[config.mk]
export PLATFORM = sky130hd
export DESIGN_NAME = sip_packet_classifier
export DESIGN_NICKNAME = d
export VERILOG_FILES = /design/src/rtl/sipc_pkg.sv /design/src/rtl/sip_packet_classifier.sv
export SDC_FILE = /design/constraint.sdc
export NUM_CORES = 1
export LEC_CHECK = 0
export BUFFER_PORTS_ARGS = -buffer_cell sky130_fd_sc_hd__clkbuf_2
export CAP_MARGIN = 0
export CORE_UTILIZATION = 40
export CTS_CLUSTER_SIZE = 12
export DETAILED_ROUTE_END_ITERATION = 12
export SLEW_MARGIN = 20
export SYNTH_ARGS = -nofsm -noshare
export SYNTH_HDL_FRONTEND = slang
export SYNTH_SLANG_ARGS = --single-unit
[constraint.sdc]
create_clock -name i_clk -period 5.8 [get_ports i_clk]
set_input_delay 0.29 -clock i_clk [delete_from_list [all_inputs] [get_ports i_clk]]
set_output_delay 0.29 -clock i_clk [all_outputs]
set_load 0.01 [all_outputs]
[src/rtl/sipc_pkg.sv]
// ----------------------------------------------------------------------------
// SIP packet classifier package
// Constants, string tables and matching functions of the classifier.
// ----------------------------------------------------------------------------
package sipc_pkg;

    localparam int NUM_CMDS     = 17;
    localparam int HELLO_BIT    = 17;
    localparam int MASK_W       = 18;
    localparam int CMD_MAX_LEN  = 13;
    localparam int HELLO_LEN    = 5;

    localparam logic [15:0] STRIP_OFFSET = 16'd4;

    localparam logic [7:0]  CFG_PACKET_LIMIT   = 8'd0;
    localparam logic [7:0]  CFG_MIN_CMD_LENGTH = 8'd1;

    localparam logic [7:0]  PACKET_LIMIT_RESET   = 8'd8;
    localparam logic [15:0] MIN_CMD_LENGTH_RESET = 16'd30;

    localparam logic [1:0] VERDICT_UNDECIDED = 2'd0;
    localparam logic [1:0] VERDICT_SIP       = 2'd1;
    localparam logic [1:0] VERDICT_EXCLUDED  = 2'd2;

    localparam logic [1:0] REASON_NONE   = 2'd0;
    localparam logic [1:0] REASON_HELLO  = 2'd1;
    localparam logic [1:0] REASON_PREFIX = 2'd2;

    typedef logic [MASK_W-1:0] t_mask;

    // Strings are left-justified and padded with spaces to the longest length.
    localparam logic [8*CMD_MAX_LEN-1:0] CMD_TEXT [NUM_CMDS] = '{
        "ack sip      ", "ack tel      ", "bye sip      ", "cancel sip   ",
        "cancel tel   ", "invite sip   ", "info sip     ", "message sip  ",
        "notify sip   ", "options sip  ", "options tel  ", "publish sip  ",
        "prack sip    ", "register sip ", "refer sip    ", "subscribe sip",
        "sip/2.0      "
    };

    localparam logic [3:0] CMD_LEN [NUM_CMDS] = '{
        4'd7, 4'd7, 4'd7, 4'd10, 4'd10, 4'd10, 4'd8, 4'd11, 4'd10, 4'd11,
        4'd11, 4'd11, 4'd9, 4'd12, 4'd9, 4'd13, 4'd7
    };

    localparam logic [8*HELLO_LEN-1:0] HELLO_TEXT = "hello";

    function automatic logic [7:0] to_lower(input logic [7:0] b);
        return (b >= 8'h41 && b <= 8'h5A) ? (b + 8'h20) : b;
    endfunction

    function automatic logic is_printable(input logic [7:0] b);
        return b >= 8'h20 && b <= 8'h7E;
    endfunction

    function automatic logic [7:0] cmd_char(input int k, input logic [3:0] q);
        logic [7:0] c;
        c = 8'h00;
        if (int'(q) < CMD_MAX_LEN) begin
            c = CMD_TEXT[k][8*(CMD_MAX_LEN-1-int'(q)) +: 8];
        end
        return c;
    endfunction

    function automatic logic [7:0] hello_char(input logic [2:0] q);
        logic [7:0] c;
        c = 8'h00;
        if (int'(q) < HELLO_LEN) begin
            c = HELLO_TEXT[8*(HELLO_LEN-1-int'(q)) +: 8];
        end
        return c;
    endfunction

    // Clears each string bit whose byte at q is not b; commands ignore case.
    function automatic t_mask update_mask(input t_mask mask, input logic [15:0] q,
                                          input logic [7:0] b);
        t_mask      m;
        logic [7:0] lb;
        m  = mask;
        lb = to_lower(b);
        for (int k = 0; k < NUM_CMDS; k++) begin
            if (q < {12'd0, CMD_LEN[k]} && lb != cmd_char(k, q[3:0])) begin
                m[k] = 1'b0;
            end
        end
        if (q < 16'(HELLO_LEN) && b != hello_char(q[2:0])) begin
            m[HELLO_BIT] = 1'b0;
        end
        return m;
    endfunction

endpackage

[src/rtl/sip_packet_classifier.sv]
// ----------------------------------------------------------------------------
// SIP packet classifier
// Byte-serial SIP detector with TURN ChannelData prefix handling.
// ----------------------------------------------------------------------------
// Payload bytes enter on the slave stream, one per transfer; tuser marks the
// first byte of a packet and tlast the last one. Each byte carries the packet
// length and the flow's packet count, both used at the last byte.
// Every byte is matched against all method, reply and keepalive strings on
// the plain and the prefix-stripped alignment at once.
// One result transfer leaves on the master stream for each last byte, with
// the verdict, the detection reason and the prefix flag.
// One byte is taken per cycle while the input is not stalled. A byte is held in
// the input register, and the result of a last byte is registered into the
// output register once the master side is free.
// When the master side stalls, a pending result is held; bytes that carry no
// result still move on, and the input stalls only at a last byte.
// Configuration writes are accepted at any cycle and apply to every byte that
// has not yet left the input register. The user makes them with no packet open;
// the block does not enforce this. Reset clears the pipeline, restores both
// registers to their defaults and starts with no packet in progress.
// ----------------------------------------------------------------------------
module sip_packet_classifier (
    input  logic        i_clk,
    input  logic        i_rst_n,
    input  logic        s_axis_tvalid,
    output logic        s_axis_tready,
    // payload_byte[7:0], packet_length[23:8], packets_seen[31:24]
    input  logic [31:0] s_axis_tdata,
    // is_first[0]
    input  logic        s_axis_tuser,
    input  logic        s_axis_tlast,
    output logic        m_axis_tvalid,
    input  logic        m_axis_tready,
    // verdict[1:0], detect_reason[3:2], prefix_stripped[4], zero[7:5]
    output logic [7:0]  m_axis_tdata,
    input  logic        i_cfg_valid,
    output logic        o_cfg_ready,
    input  logic [7:0]  i_cfg_index,
    input  logic [15:0] i_cfg_data
);
    import sipc_pkg::*;

    logic        r_s1_valid;
    logic [7:0]  r_s1_byte;
    logic        r_s1_first;
    logic        r_s1_last;
    logic [15:0] r_s1_plen;
    logic [7:0]  r_s1_seen;

    logic [15:0] r_byte_position, n_byte_position;
    logic [15:0] r_channel_length, n_channel_length;
    logic [7:0]  r_first_plain, n_first_plain;
    logic [7:0]  r_first_stripped, n_first_stripped;
    t_mask       r_mask_plain, n_mask_plain;
    t_mask       r_mask_stripped, n_mask_stripped;

    logic [7:0]  r_packet_limit;
    logic [15:0] r_min_cmd_len;

    logic        r_out_valid;
    logic [1:0]  r_out_verdict, n_out_verdict;
    logic [1:0]  r_out_reason, n_out_reason;
    logic        r_out_stripped, n_out_stripped;

    logic        out_free;
    logic        s1_go;
    logic        in_take;

    logic [15:0] p;
    logic        strip;
    logic [15:0] off;
    logic [15:0] elen;
    t_mask       mask;
    logic [7:0]  lead;
    logic        cmd_hit;

    assign out_free      = !r_out_valid || m_axis_tready;
    assign s1_go         = r_s1_valid && (!r_s1_last || out_free);
    assign s_axis_tready = !r_s1_valid || s1_go;
    assign in_take       = s_axis_tvalid && s_axis_tready;
    assign o_cfg_ready   = 1'b1;

    assign m_axis_tvalid = r_out_valid;
    assign m_axis_tdata  = {3'b000, r_out_stripped, r_out_reason, r_out_verdict};

    always_comb begin
        t_mask       mp_base;
        t_mask       ms_base;
        logic [15:0] cl_base;
        logic [7:0]  fp_base;
        logic [7:0]  fs_base;

        if (r_s1_first) begin
            p       = 16'd0;
            cl_base = 16'd0;
            fp_base = 8'd0;
            fs_base = 8'd0;
            mp_base = '1;
            ms_base = '1;
        end else begin
            p       = r_byte_position;
            cl_base = r_channel_length;
            fp_base = r_first_plain;
            fs_base = r_first_stripped;
            mp_base = r_mask_plain;
            ms_base = r_mask_stripped;
        end

        n_first_plain    = (p == 16'd0) ? r_s1_byte : fp_base;
        n_first_stripped = (p == STRIP_OFFSET) ? r_s1_byte : fs_base;
        n_channel_length = cl_base;
        if (p == 16'd2) begin
            n_channel_length[15:8] = r_s1_byte;
        end
        if (p == 16'd3) begin
            n_channel_length[7:0] = r_s1_byte;
        end
        n_mask_plain    = update_mask(mp_base, p, r_s1_byte);
        n_mask_stripped = ms_base;
        if (p >= STRIP_OFFSET) begin
            n_mask_stripped = update_mask(ms_base, p - STRIP_OFFSET, r_s1_byte);
        end
        n_byte_position = (p == 16'hFFFF) ? p : p + 16'd1;

        strip = r_s1_plen > 16'd4 && (r_s1_plen - STRIP_OFFSET) == n_channel_length;
        off   = strip ? STRIP_OFFSET : 16'd0;
        elen  = strip ? r_s1_plen - STRIP_OFFSET : r_s1_plen;
        mask  = strip ? n_mask_stripped : n_mask_plain;
        lead  = strip ? n_first_stripped : n_first_plain;

        cmd_hit = 1'b0;
        for (int k = 0; k < NUM_CMDS; k++) begin
            if (mask[k] && elen > {12'd0, CMD_LEN[k]} &&
                p >= {12'd0, CMD_LEN[k]} + off - 16'd1) begin
                cmd_hit = 1'b1;
            end
        end

        n_out_verdict  = VERDICT_UNDECIDED;
        n_out_reason   = REASON_NONE;
        n_out_stripped = strip;
        if (r_s1_seen >= r_packet_limit) begin
            n_out_verdict  = VERDICT_EXCLUDED;
            n_out_stripped = 1'b0;
        end else if (r_s1_plen > 16'd4 && !is_printable(lead)) begin
            n_out_verdict = VERDICT_EXCLUDED;
        end else if (elen == 16'(HELLO_LEN) && mask[HELLO_BIT] &&
                     p >= off + 16'(HELLO_LEN - 1)) begin
            n_out_verdict = VERDICT_SIP;
            n_out_reason  = REASON_HELLO;
        end else if (elen >= r_min_cmd_len && cmd_hit) begin
            n_out_verdict = VERDICT_SIP;
            n_out_reason  = REASON_PREFIX;
        end
    end

    always_ff @(posedge i_clk) begin
        if (!i_rst_n) begin
            r_s1_valid       <= 1'b0;
            r_out_valid      <= 1'b0;
            r_byte_position  <= 16'd0;
            r_channel_length <= 16'd0;
            r_first_plain    <= 8'd0;
            r_first_stripped <= 8'd0;
            r_mask_plain     <= '1;
            r_mask_stripped  <= '1;
            r_packet_limit   <= PACKET_LIMIT_RESET;
            r_min_cmd_len    <= MIN_CMD_LENGTH_RESET;
        end else begin
            if (in_take) begin
                r_s1_valid <= 1'b1;
            end else if (s1_go) begin
                r_s1_valid <= 1'b0;
            end
            if (s1_go && r_s1_last) begin
                r_out_valid <= 1'b1;
            end else if (m_axis_tready) begin
                r_out_valid <= 1'b0;
            end
            if (s1_go) begin
                r_byte_position  <= n_byte_position;
                r_channel_length <= n_channel_length;
                r_first_plain    <= n_first_plain;
                r_first_stripped <= n_first_stripped;
                r_mask_plain     <= n_mask_plain;
                r_mask_stripped  <= n_mask_stripped;
            end
            if (i_cfg_valid && o_cfg_ready) begin
                unique case (i_cfg_index)
                    CFG_PACKET_LIMIT:   r_packet_limit <= i_cfg_data[7:0];
                    CFG_MIN_CMD_LENGTH: r_min_cmd_len  <= i_cfg_data;
                    default: ;
                endcase
            end
        end
    end

    always_ff @(posedge i_clk) begin
        if (in_take) begin
            r_s1_byte  <= s_axis_tdata[7:0];
            r_s1_plen  <= s_axis_tdata[23:8];
            r_s1_seen  <= s_axis_tdata[31:24];
            r_s1_first <= s_axis_tuser;
            r_s1_last  <= s_axis_tlast;
        end
        if (s1_go && r_s1_last) begin
            r_out_verdict  <= n_out_verdict;
            r_out_reason   <= n_out_reason;
            r_out_stripped <= n_out_stripped;
        end
    end

endmodule

==> summary.md, run 1 <==
| Metric | Value |
|---|---|
| Endpoint of the worst-slack reg-to-reg timing path | r_out_verdict[0]$_SDFFCE_PP0P_ |
| Pin count of the biggest net entering global routing | 64 |
| Yosys reg bits | approximately 150 |
| Worst vdd ir | slightly above 200 µV |
| Hold path depth | 1 |
| Leakage | roughly 6.0 nW |
| Die extent in y | 194 µm |
| Time the worst path needs with I/O delays and setup | ~5.5 ns |
| Finished Cell Area | 16500 µm² |
| Number of setup violations in the final report | 0 |
| Starting utilization of the core area | 41.0% |
| Final Hold Violating Endpoints | 0 |
| Ratio of final minimum period to clock period | a little over nine tenths |
| Average size of a mapped cell | about 7.3 µm² |
| Global placement routability congestion | ~0.97 |
| Core Util, Final | around 46% |
| Die area | about 38000 µm² |
| Number of warnings printed during yosys synthesis | 0 |
| Share of layout cells above drive strength 1 | 13.2% |
| Max Fanout on Critical Path | 7 |
| DR iter-0 viols | slightly above 2000 |
| Signal arrival time at the worst endpoint | 5.63 ns |
| Setup repair after global routing missed its margin | false |
| Standard cell with the maximum stage delay on the critical path | a2111oi_0 |
| Final Non-Filler Cells | 2518 |
| Power per standard cell area | 183 nW/µm² |
| Cell variety after synth | 95 |
| Number of pins with negative max-slew slack in the final report | 0 |
| Layout Area Growth over Synthesis | 12.2% |
| Number of max-cap violations | 0 |
| Cells along the critical path | inv_1, ha_1, or3b_1, nor3_2, xnor2_1, o21a_1, nor4_1, nand3_1, nor4_4, inv_2, buf_4, ha_1, a2111oi_0, buf_4, a41o_1, o32ai_1, a221o_1, a41oi_1, nand2_1 |
| CTS tree | done |
| Worst Skew | between 0.008 and 0.009 ns |
| Die W | between 150 and 200 µm |
| Reg-to-reg startpoint | r_s1_plen[3]$_DFFE_PP_ |
| Clock root cell | clkbuf_16 |
| Total vias in the final route | 16300 |
| Post-synth EDFFs | 39 |
| Async set-or-reset flop fraction in the synthesized netlist | 0% |
| Type of origin of the critical path | flop |
| Tightest Hold Check Type | input port to flop |
| Nets@finish | about 2200 |
| Total GRT Usage | roughly a third |
| Router iterations before antenna repair | 6 |
| Number of cells traversed by the worst register-to-register path | 19 |
| Max-slew headroom at the worst pin | a little over a third |
| Portion of the post-synthesis area used by sequential elements | between 20% and 30% |
| Count of input and output buffers | 69 |
| Mean number of vias per cell | 6.48 |
| TritonCTS buffer count | 17 |
| TNS Setup | 0 ns |
| Total clock sinks | about 150 |
| Highest attainable clock frequency | 183 MHz |
| Pre-CTS setup slack | 0.393 ns |
| Post-CTS Setup Inserts | 0 |
| Ports placed on the boundary | 74 |
| Per-cell routed wire length | 25.7 µm |
| Top flip-flop cell by instance count after synthesis | dfxtp_1 |
| Post-layout worst setup margin | roughly 0.35 ns |
| Outcome | finished, final reports clean |
| Count of placed standard cells including taps | approximately 2500 |
| Number of buffers on the longest clock path | 2 |
| Clock transition at the registers of the reported paths | ~0.070 ns |
| Number of instances in the synthesized netlist | 2008 |
| Largest incremental delay on the critical path | 0.62 ns |
| Remaining DRCs | 0 |
| Standard-cell row count | slightly below 70 |
| Core Box Area | between 30000 and 40000 µm² |
| Number of global-route vias before repair | between 15000 and 20000 |
| Crit. Startpoint | r_s1_plen[3]$_DFFE_PP_ |
| Final total power | around 3.0 mW |
| Clock network latency to the later pin of the worst-skew pair | approximately 0.43 ns |
| Crit end category | flop |
| H-tree level count | 4 |
| Remaining antenna violation count after routing | 0 |
| Worst reg2reg setup slack | approximately 0.35 ns |
| Remaining global-route overflow | 0 |
| Post-place instance area | 15900 µm² |
| Category of the most critical setup path | flop to flop |
| Wire length of the first global-routing pass | roughly 100000 µm |
| Placed wire-length estimate | approximately 48000 µm |
| Required time worst endpoint | 5.98 ns |
| Start point of the worst hold path | s_axis_tdata[17] |
| Fill cell instance count of the final layout | approximately 3700 |
| Slew at the pin closest to its max-slew limit | slightly below 1 ns |
| Number of antenna diodes | 0 |
| Min Hold Slack | around 0.028 ns |
| Total Wirelength | between 60000 and 70000 µm |
| Worst hold path endpoint | r_s1_plen[9]$_DFFE_PP_ |
| Antenna violations before repair | 0 |
| Post-Syn Area | about 15000 µm² |
## cells in the mapped netlist (all sizes together), types with 45 or more instances
master	instances	area share, %
nand2	195	5.0
xnor2	150	8.9
a21oi	93	3.3
nor3	69	2.4
a22oi	48	2.5
ha	45	3.8
nand3	85	2.9
inv	45	1.1
clkbuf	134	3.4
o21ai	128	4.4
dfxtp	110	15
o211ai	45	2.3
xor2	48	2.9
nor2	216	5.6
## placed cells by master (no fill, tap or decap), types with 26 or more instances in the layout
| master | netlist | routed |
|---|---|---|
| nand2_1 | 194 | 193 |
| or3_1 | 26 | 26 |
| o211ai_1 | 45 | 45 |
| nand3_1 | 85 | 85 |
| xnor2_1 | 150 | 148 |
| nand4_1 | 37 | 37 |
| xor2_1 | 48 | 48 |
| a211oi_1 | 30 | 30 |
| nor2_1 | 215 | 215 |
| clkbuf_2 | 1 | 69 |
| buf_4 | 5 | 112 |
| inv_1 | 40 | 40 |
| edfxtp_1 | 39 | 39 |
| a21oi_1 | 91 | 91 |
| ha_1 | 45 | 45 |
| mux2i_1 | 33 | 32 |
| nor3_1 | 66 | 65 |
| nor4_1 | 33 | 33 |
| a22oi_1 | 47 | 47 |
| o22ai_1 | 31 | 31 |
| o21ai_0 | 124 | 123 |
| dfxtp_1 | 110 | 110 |
## layout make-up
cell class / instances / area, µm² / area share (%)
clock buffers: 20 / 500 / 3.03
clock inverters: 11 / 100 / 0.606
repair buffers: 182 / 1210 / 7.30
inverters: 51 / 191 / 1.16
well taps: 461 / 577 / 3.49
flip-flops and latches: 149 / 3370 / 20.4
multi-input cells: 1644 / 10600 / 64.0
## power breakdown
group,internal [mW],switching [mW]
Clock,0.638,0.489
Sequential,1.10,0.0401
Combinational,0.265,0.497
## worst max path at each step
stage                                           to  slack, ns  cells past startpoint
floorplan           r_out_verdict[0]$_SDFFCE_PP0P_       0.31                     25
global placement    r_out_verdict[0]$_SDFFCE_PP0P_       0.39                     19
detailed placement  r_out_verdict[0]$_SDFFCE_PP0P_       0.39                     19
CTS                 r_out_verdict[0]$_SDFFCE_PP0P_       0.34                     19
global route        r_out_verdict[0]$_SDFFCE_PP0P_      0.009                     20
finish              r_out_verdict[0]$_SDFFCE_PP0P_       0.35                     19
## repair_timing
| item | in CTS | in global routing |
|---|---|---|
| hold buffers | 0 | 0 |
| setup endpoints to repair | 0 | 1 |
| gates resized for setup | 0 | 2 |
## per-layer routing
layer / routed length, µm / GRT usage [%] / vias to the layer above
met5: 0 / 0 / -
met4: 2610 / 13.4 / 0
met3: 5400 / 4.91 / 165
met2: 28900 / 54.6 / 835
met1: 27700 / 45.9 / 7861
li1: - / - / 7451
## logic make-up (layout without fill, tap and decap cells)
| group | Yosys count | after routing | synth area share (%) |
|---|---|---|---|
| AOI/OAI and AO/OA | 562 | 562 | 26.1 |
| buffers and inverters | 217 | 264 | 5.80 |
| xor gates and xnor gates | 198 | 198 | 11.8 |
| and+or+nand+nor | 793 | 793 | 26.5 |
| DFF | 149 | 149 | 22.9 |
| muxes | 42 | 42 | 2.96 |
| adders and majority gates | 45 | 45 | 3.83 |
| other | 2 | 4 | 0.0510 |
## worst max-delay path: cells and delay by family (launching register included)
family          cells  cell delay, ns
simple gates        6            1.86
buf+inv             4            0.60
fa+ha+maj           2            0.55
flops               1            0.42
compound gates      6            1.55
xor+xnor            1            0.21
## flip-flops by register name, indices dropped and copies added (netlist names), 8 cells and up
| signal | count |
|---|---|
| r_min_cmd_len | 16 |
| r_mask_stripped | 18 |
| r_first_stripped | 8 |
| r_s1_seen | 8 |
| r_s1_plen | 16 |
| r_byte_position | 16 |
| r_s1_byte | 8 |
| r_mask_plain | 18 |
| r_channel_length | 16 |
| r_first_plain | 8 |
| r_packet_limit | 8 |
Note: power is estimated with default switching activity, not from simulation.
==> inputs of run 2 (changes only) <==
- BUFFER_PORTS_ARGS: -buffer_cell sky130_fd_sc_hd__clkbuf_2 -> -buffer_cell sky130_fd_sc_hd__buf_2
==> summary.md, run 2 (same netlist as run 1, synthesis figures left out) <==
| Metric | Value |
|---|---|
| Outcome | finished, final reports clean |
| Final Non-Filler Cells | 2520 (+0.079%) |
| Count of placed standard cells including taps | 2488 (+0.040%) |
| Required time worst endpoint | 5.99 ns (about the same) |
| Most common cell after layout, fill and taps aside | nor2_1 |
| Pre-CTS setup slack | 0.422 ns (+0.0287 ns) |
| Combinational fraction of design power | 25.5% (+0.3 points) |
| Clock transition at the registers of the reported paths | 0.07 ns (about the same) |
| CTS tree | done |
| Start point of the worst hold path | s_axis_tdata[8] |
| Number of max-cap violations | 0 (unchanged) |
| Internal | 1.94 mW (-3.0%) |
| Layout Area Growth over Synthesis | 12.0% |
| Relative contribution of the clock network to total power | 36.5% (-0.7 points) |
| Max Fanout on Critical Path | 13 (+6) |
| Clock network latency to the later pin of the worst-skew pair | 0.44 ns (about the same) |
| TNS Setup | 0 ns (unchanged) |
| Post-layout worst setup margin | 0.438 ns (+0.0930 ns) |
| Count of input and output buffers | 69 (unchanged) |
| Post-cts sizing count | 0 (unchanged) |
| Clock root cell | clkbuf_16 |
| Final Hold Violating Endpoints | 0 (unchanged) |
| Placed wire-length estimate | 48600 µm (+1.8%) |
| Number of setup violations in the final report | 0 (unchanged) |
| Pin count of the biggest net entering global routing | 62 (-3.1%) |
| Worst vdd ir | 224 µV (+11%) |
| Standard-cell row count | 69 (unchanged) |
| Remaining DRCs | 0 (unchanged) |
| Finished Cell Area | 16500 µm² (-0.21%) |
| Ratio of final minimum period to clock period | 92.4% (-1.6 points) |
| Total GRT Usage | 34.5% (+0.42 points) |
| Time the worst path needs with I/O delays and setup | 5.36 ns (-0.0930 ns) |
| Nets@finish | 2154 (+0.046%) |
| Largest incremental delay on the critical path | 0.59 ns (-0.03 ns) |
| Total clock sinks | 149 (unchanged) |
| Final total power | 3.00 mW (-1.0%) |
| Die extent in y | 194 µm (unchanged) |
| Critical path's top delay family | simple AND/OR/NAND/NOR gates |
| Category of the most critical setup path | flop to flop |
| Number of buffers on the longest clock path | 2 (unchanged) |
| Mean number of vias per cell | 6.50 (+0.26%) |
| Crit. Startpoint | r_s1_plen[2]$_DFFE_PP_ |
| Wire length of the first global-routing pass | 99300 µm (+0.92%) |
| Antenna violations before repair | 1 (+1) |
| Total vias in the final route | 16400 (+0.34%) |
| Tightest Hold Check Type | input port to flop |
| Reg-to-reg startpoint | r_s1_plen[2]$_DFFE_PP_ |
| Cells along the critical path | buf_4, or4_1, nand2b_1, or3_1, and2_1, xor2_1, nand3b_1, nor4_4, buf_4, nand4_1, xnor2_1, ha_1, a21o_1, a211oi_1, o21ai_0, o211ai_1, a21oi_1, a41oi_1, nand2_1 |
| Min Hold Slack | 0.0144 ns (-0.0135 ns) |
| Signal arrival time at the worst endpoint | 5.55 ns (-0.08 ns) |
| Type of origin of the critical path | flop |
| Total Wirelength | 65900 µm (+1.8%) |
| Highest attainable clock frequency | 187 MHz (+1.7%) |
| Ports placed on the boundary | 74 (unchanged) |
| Remaining global-route overflow | 0 (unchanged) |
| Global placement routability congestion | 0.964 (-1.1%) |
| Crit end category | flop |
| Standard cell with the maximum stage delay on the critical path | or4_1 |
| Worst Skew | 0.0107 ns (+0.00267 ns) |
| Per-cell routed wire length | 26.1 µm (+1.8%) |
| DR iter-0 viols | 1849 (-11%) |
| Setup repair after global routing missed its margin | false |
| H-tree level count | 4 (unchanged) |
| Leakage | 6.02 nW (-0.50%) |
| CTS Hold Buffers Added | 0 (unchanged) |
| Remaining antenna violation count after routing | 0 (unchanged) |
| Die area | 37600 µm² (unchanged) |
| Commonest non-fill, non-tap cells in the layout | nor2_1 (215), nand2_1 (193), xnor2_1 (148) |
| Sw Share | 35.2% (+1.3 points) |
| Most frequent CP cell | buf_4 |
| Router iterations before antenna repair | 6 (unchanged) |
| Number of pins with negative max-slew slack in the final report | 0 (unchanged) |
| Biggest registers after layout | r_mask_plain x18, r_mask_stripped x18 |
| Post-CTS Setup Inserts | 0 (unchanged) |
| Power spent charging and discharging nets | 1.05 mW (+2.8%) |
| Die W | 194 µm (unchanged) |
| Share of layout cells above drive strength 1 | 13.3% (+0.084 points) |
| Max-slew headroom at the worst pin | 33.1% (-2.2 points) |
| Slew at the pin closest to its max-slew limit | 1.00 ns (+0.0351 ns) |
| Share of total power in sequential cells | 38.0% (+0.4 points) |
| Power per standard cell area | 182 nW/µm² (-0.81%) |
| Post-place instance area | 15900 µm² (about the same) |
| Core Box Area | 35900 µm² (unchanged) |
| Number of buffer and inverter instances along the worst setup path | 2 (-2) |
| Core Util, Final | 45.9% (-0.098 points) |
| Number of global-route vias before repair | 15500 (-1.3%) |
| TritonCTS buffer count | 17 (unchanged) |
| Starting utilization of the core area | 41.0% (unchanged) |
| Number of antenna diodes | 0 (unchanged) |
## run 2: final timing paths
path	to	slack (ns)	cells past startpoint
max	r_out_verdict[0]$_SDFFCE_PP0P_	0.44	19
min	r_s1_plen[0]$_DFFE_PP_	0.01	1
max reg2reg	r_out_verdict[0]$_SDFFCE_PP0P_	0.44	19
min reg2reg	r_mask_plain[8]$_SDFFE_PN1P_	0.48	2
## run 2: final cells by class
class / instances / area, µm²
inverters: 51 / 191
multi-input cells: 1644 / 10600
repair buffers: 183 / 1200
clock inverters: 14 / 130
flip-flops and latches: 149 / 3370
fillers: 3691 / 19400
well taps: 461 / 577
clock buffers: 18 / 439
## run 2: worst register-to-register path: stages (launching register included)
cell and delay, ns:
edfxtp_1 0.39, buf_4 0.18, or4_1 0.59, nand2b_1 0.26
or3_1 0.45, and2_1 0.23, xor2_1 0.21, nand3b_1 0.18
nor4_4 0.44, buf_4 0.30, nand4_1 0.18, xnor2_1 0.24
ha_1 0.28, a21o_1 0.19, a211oi_1 0.24, o21ai_0 0.13
o211ai_1 0.10, a21oi_1 0.17, a41oi_1 0.27, nand2_1 0.08
## run 2: per-layer routing
layer  GRT usage [%]  wire [µm]  vias to the layer above
li1                -          -                     7466
met1            45.9      27700                     7868
met2            56.2      30400                      881
met3            4.71       5230                      151
met4            13.5       2420                        2
met5               0         12                        -
## run 2: power by group through the flow
stage | sequential (mW) | clock (mW) | combinational [mW]
after floorplan | 1.14 | 0 | 0.494
after global placement | 1.16 | 0 | 0.747
after detailed placement | 1.16 | 0 | 0.737
after CTS | 1.14 | 1.11 | 0.742
after global routing | 1.14 | 1.15 | 0.809
final | 1.14 | 1.09 | 0.764
